## src/line_circle_intersection_core_defines.svh

```systemverilog
// Assertion macros for the line/circle intersection core.
// Included by files that assert; depends on signals clk and rst_n in scope.
`ifndef LINE_CIRCLE_INTERSECTION_CORE_DEFINES_SVH
`define LINE_CIRCLE_INTERSECTION_CORE_DEFINES_SVH
`ifndef SYNTH
`define LCI_CHECK(label, ante, cons) \
  label: assert property (@(posedge clk) disable iff (!rst_n) (ante) |-> (cons)) \
    else $error("lci check failed");
`define LCI_CHECK_NEXT(label, ante, cons) \
  label: assert property (@(posedge clk) (ante) |=> (cons)) \
    else $error("lci check failed");
`else
`define LCI_CHECK(label, ante, cons)
`define LCI_CHECK_NEXT(label, ante, cons)
`endif
`endif

```

## src/lci_fifo.sv

```systemverilog
// Small register queue used between front and back and at the result side.
// Depends on nothing; width and depth are parameters.
module lci_fifo #(
  parameter int W = 8,
  parameter int DEPTH = 4
) (
  input  logic         clk,
  input  logic         rst_n,
  input  logic         push,
  input  logic [W-1:0] wdata,
  output logic         full,
  input  logic         pop,
  output logic [W-1:0] rdata,
  output logic         empty
);
  localparam int AW = (DEPTH > 1) ? $clog2(DEPTH) : 1;

  logic [W-1:0] mem [DEPTH];
  logic [AW:0]  wp_r, rp_r;

  assign empty = (wp_r == rp_r);
  assign full  = (wp_r[AW] != rp_r[AW]) && (wp_r[AW-1:0] == rp_r[AW-1:0]);
  assign rdata = mem[rp_r[AW-1:0]];

  always_ff @(posedge clk) begin
    if (!rst_n) begin
      wp_r <= '0;
      rp_r <= '0;
    end else begin
      if (push && !full) wp_r <= wp_r + 1'b1;
      if (pop && !empty) rp_r <= rp_r + 1'b1;
    end
  end

  always_ff @(posedge clk) begin
    if (push && !full) mem[wp_r[AW-1:0]] <= wdata;
  end
endmodule

```

## config.mk

```make
export PLATFORM = sky130hd
export DESIGN_NAME = lci_fifo
export DESIGN_NICKNAME = d
export VERILOG_FILES = /design/src/line_circle_intersection_core_defines.svh /design/src/lci_fifo.sv
export SDC_FILE = /design/constraint.sdc
export NUM_CORES = 1
export LEC_CHECK = 0
export ABC_CLOCK_PERIOD_IN_PS = 2009
export BUFFER_PORTS_ARGS = -buffer_cell sky130_fd_sc_hd__buf_2
export CORE_MARGIN = 5
export CORE_UTILIZATION = 50
export DETAILED_ROUTE_END_ITERATION = 8
export PLACE_DENSITY = 0.69
export SETUP_SLACK_MARGIN = 0.2
export SYNTH_ARGS = -nofsm -noshare
export SYNTH_HDL_FRONTEND = slang
export SYNTH_SLANG_ARGS = --single-unit
```

## constraint.sdc

```tcl
create_clock -name clk -period 2.01 [get_ports clk]
set_clock_uncertainty 0.15 [all_clocks]
set_input_delay 0.3015 -clock clk [delete_from_list [all_inputs] [get_ports clk]]
set_output_delay 0.3015 -clock clk [all_outputs]
set_load 0.03 [all_outputs]
```

Yosys cells after proc, flatten, opt, wreduce, memory -nomap -nowiden

Memory sizes are Yosys's and may differ from the RTL's. A register that Yosys moved wholly into a read port is not among the register bits.
Cells that the tools add are included.

Flip-flop bits (word level): 6
Memory bits (writable): 32
Input bits: 12
Output and inout bits: 10
Logic and storage cells: 17
Memories: 1

Memory list:

| memory | depth | bits a word | read ports | clocked after memory_dff | wr ports | line           | RTL |
|---|---|---|---|---|---|---|---|
| mem    | 4     | 8           | 1          | 1                        | 1        | lci_fifo.sv:18 | `logic [W-1:0] mem [DEPTH];` |

$add $sub $neg: 2
Equality and inequality tests: 3
Multiplexer cells: 4
Reduce and logical (&&, ||, !) cells: 5

Operators with widths:

| operator            | number |
|---|---|
| $add 3x1->3 const B | 2 |
| $mux 2              | 2 |
| $eq 3x3->1          | 1 |
| $logic_and 1x1->1   | 3 |
| $eq 2x2->1          | 1 |
| $logic_not 1->1     | 2 |
| $mux 1              | 2 |
| $ne 1x1->1          | 1 |

Depth between registers and ports, before layout

Word-level depth: 6
Gate-level depth with buffers: 5
Depth with buffers taken out: 4

Least setup slack after synthesis

Ideal clock, no wire load.

Path kind: reg2reg
From: register wp_r[1]
To: memory mem[3][0], enable pin
Setup time: 0.332 ns
Arrival: 1.706 ns
Required time: 1.528 ns
Slack: -0.179 ns
Cell stages (with the launch flop): 5
Path buffers: 1
Clock period less this slack: 2.189 ns
Path through: dfxtp_1 -> buf_6 -> xor2_1 -> nor3_1 -> nor2_1

Cells in the longest elaborated chain, start to end: 6

RTL lines:

| element                      | line           | RTL |
|---|---|---|
| from (decl)                  | lci_fifo.sv:19 | `logic [AW:0] wp_r, rp_r;` |
| from (signal assigned)       | lci_fifo.sv:30 | `if (push && !full) wp_r <= wp_r + 1'b1;` |
| $eq 2x2->1                   | lci_fifo.sv:22 | `assign full = (wp_r[AW] != rp_r[AW]) && (wp_r[AW-1:0] == rp_r[AW-1:0]);` |
| $logic_and 1x1->1            | lci_fifo.sv:22 |  |
| net full                     | lci_fifo.sv:11 | `output logic full,` |
| $logic_not 1->1              | lci_fifo.sv:36 | `if (push && !full) mem[wp_r[AW-1:0]] <= wdata;` |
| $logic_and 1x1->1            | lci_fifo.sv:36 |  |
| $mux 1                       | lci_fifo.sv:36 |  |
| $mux 1 (implied by the code) | lci_fifo.sv:36 |  |
| to (decl)                    | lci_fifo.sv:18 |  |

The timed path passes the listed nets, and every way through them passes these cells.

==> results.yml <==
worst_setup_path:
  cp_max_fo: 8
  cp-end-kind: "primary output"
  crit_path_start_kind: "flip-flop"
  worst_ep_arrival_time_ps: 1520
  cp.required_ps: 1560
  path_class: "reg2out"
drt:
  drt-total-wl_mm: 3.80
  met3WireLength_um: 221
  drc_errors: 0
  m1WireLength_mm: 1.41
  postRouteAntennaNets: 0
  via_per_inst: 5.43
  top_layer: "met4"
  drt_pass1_iterations: 6
  routedWlPerCell_um: 18.1
  drt_first_iter_violations: 63
  num_vias: 1141
  wl_met2_mm: 2.11
cts:
  cts.path.max_buffers: 2
  numCtsBuffers: 5
  worstSkewPairLatency_ps: 340
  clkSinkCount: 40
  h-tree-depth: 2
  clk_pin_slew_ps: 120
  cts_tree: "done"
  clockRootBuffer: "clkbuf_4"
die:
  core_area_um2: 3340
  rows: 21
  io_pins: 22
  die_x_um: 68.7
  die_h_um: 68.7
  start_util_pct: 51.7
  die_area_um2: 4720
global_routing:
  grt_usage_pct: 18.4
  grt_overflow: 0
  antenna_found_initial: 0
  grt_pass1_wl_mm: 5.87
  grt_pass1_vias: 1144
  grt_max_degree: 15
place:
  post-place-cells: 184
  globalplace.congestion: 0.831
  hpwl_mm: 2.45
  portBuffers: 21
  place_area_um2: 1950
pwr:
  power.density_nw_per_um2: 1290
  ir_drop_mv: 0.663
  p_leak_nw: 0.881
logic_synthesis:
  synth_cell_types: 28
  synth_seq_cells: 40
  synth_nets: 127
  seq_area_frac_synth_pct: 65.0
  ys_warn_count: 0
  syn_avg_cell_area_um2: 15.7
  syn-cell-area_um2: 1720
  synthCells: 110
finish:
  drive_gt1_share_pct: 46.3
  final_nets: 180
  area_growth_pct: 37.7
  n_antenna_cell: 0
  stdcell_area_um2: 2370
  utilization_pct: 71.2
  layoutNonFillerInstCount: 210
min_path:
  hold_class: "in2reg"
sta:
  min_period_over_period_pct: 98.1
  finalSetupViolations: 0
  max_freq_mhz: 507
  worst_pin_slew_ps: 385
  slew_violations: 0
  tns_ps: 0
  maxSlewHeadroom_pct: 74.3
  min_period_ps: 1970
  rsz0062_at_grt: "true"
  hold_violations: 0
job:
  cap_viol_max_count: 0
outcome:
  outcome: "finished clean"
sequential cells by signal, summed over array words and instances, names as in the netlist, named ones only:
signal	flops
wp_r	3
rp_r	3
mem	32
per-stage QoR:
stage / hold WS [ps] / setup slack (ps) / total power (W)
2_1_floorplan: 250 / 212 / 0.00183
3_3_place_gp: 371 / 314 / 0.00214
3_5_place_dp: 380 / 194 / 0.00216
4_1_cts: 4.13 / 8.29 / 0.00298
5_1_grt: 5.35 / -39.5 / 0.00323
6_report: 24.9 / 37.4 / 0.00306
worst max-delay path, stage by stage, from the launching register on:
cell	delay (ps)
dfxtp_2	360
buf_12	130
mux4_2	520
buf_6	160
area by class of cell:
class,instances,area (um^2)
sequential,40,1140
fill,215,962
multi-input combinational,61,659
timing repair buffer,50,413
tap,46,57.6
clock inverter,3,46.3
clock buffer,5,37.5
inverter,5,18.8
final timing paths:
| path | start | end | slack (ps) | cells past startpoint |
|---|---|---|---|---|
| worst max-delay path | flip-flop | rdata[1] | 40 | 3 |
| worst min-delay path | wdata[7] | mem[3][7] | 20 | 1 |
| worst max register to register | rp_r[0] | wp_r[2] | 260 | 5 |
| worst min register to register | wp_r[2] | wp_r[2] | 410 | 2 |
routing by layer:
metal,vias up,track usage (%)
met5,-,0
met4,0,8.27
met3,5,5.67
met2,37,31.0
met1,561,21.5
li1,538,-
cells by family after synthesis:
| group | count (synthesis) | synth area share [%] |
|---|---|---|
| simple gates | 24 | 7.84 |
| mux | 8 | 10.4 |
| compound gates | 18 | 7.33 |
| buf+inv | 9 | 2.68 |
| fa+ha+maj | 5 | 3.63 |
| flops | 40 | 65.0 |
| xor+xnor | 6 | 3.05 |
where the power goes:
group          internal (W)  switching [W]  total (W)
registers           0.00106       0.000107    0.00117
logic              0.000658       0.000693    0.00135
clock network      0.000266       0.000279   0.000545
total               0.00199        0.00108    0.00306
cell usage after synthesis, drive strengths merged:
master | n | area, um^2
edfxtp | 32 | 961
nand3 | 3 | 15.0
ha | 5 | 62.6
or4 | 1 | 7.51
a31oi | 2 | 12.5
clkbuf | 1 | 7.51
a41oi | 2 | 17.5
o31a | 1 | 8.76
xnor2 | 3 | 26.3
nand2 | 3 | 11.3
nand4 | 2 | 12.5
a21oi | 2 | 10.0
nand3b | 4 | 30.0
xor2 | 3 | 26.3
dfxtp | 8 | 160
and2 | 4 | 25.0
buf | 3 | 20.0
o211ai | 2 | 15.0
a211o | 4 | 35.0
inv | 5 | 18.8
mux4 | 8 | 180
and3 | 1 | 6.26
nor2 | 2 | 7.51
a211oi | 1 | 7.51
o21ai | 4 | 20.0
nor3 | 4 | 20.0
repair_timing:
item	4_1_cts	5_1_grt
gates resized for setup	34	13
endpoints found under the setup margin	18	42
hold buffers	2	4
pin swaps	1	4
hold endpoints to repair	6	15
setup buffers	7	5
gates cloned	0	0
cells in the final DEF, fill, tap and decap left out, types with 2 or more instances in the layout:
master         count
edfxtp_1          32
nor3_1             2
xor2_4             3
mux4_2             8
clkbuf_4           5
a41oi_1            2
a31oi_1            2
ha_1               5
nand2_1            2
buf_4             22
a211o_1            4
o211ai_1           2
nor3_2             2
buf_6             10
dfxtp_2            2
dlygate4sd3_1      6
nand3_1            3
nand4_1            2
buf_2             11
o21ai_0            4
and2_1             4
inv_1              5
a21oi_1            2
dfxtp_4            5
nand3b_1           4
Note: power is estimated with default switching activity, not from simulation.
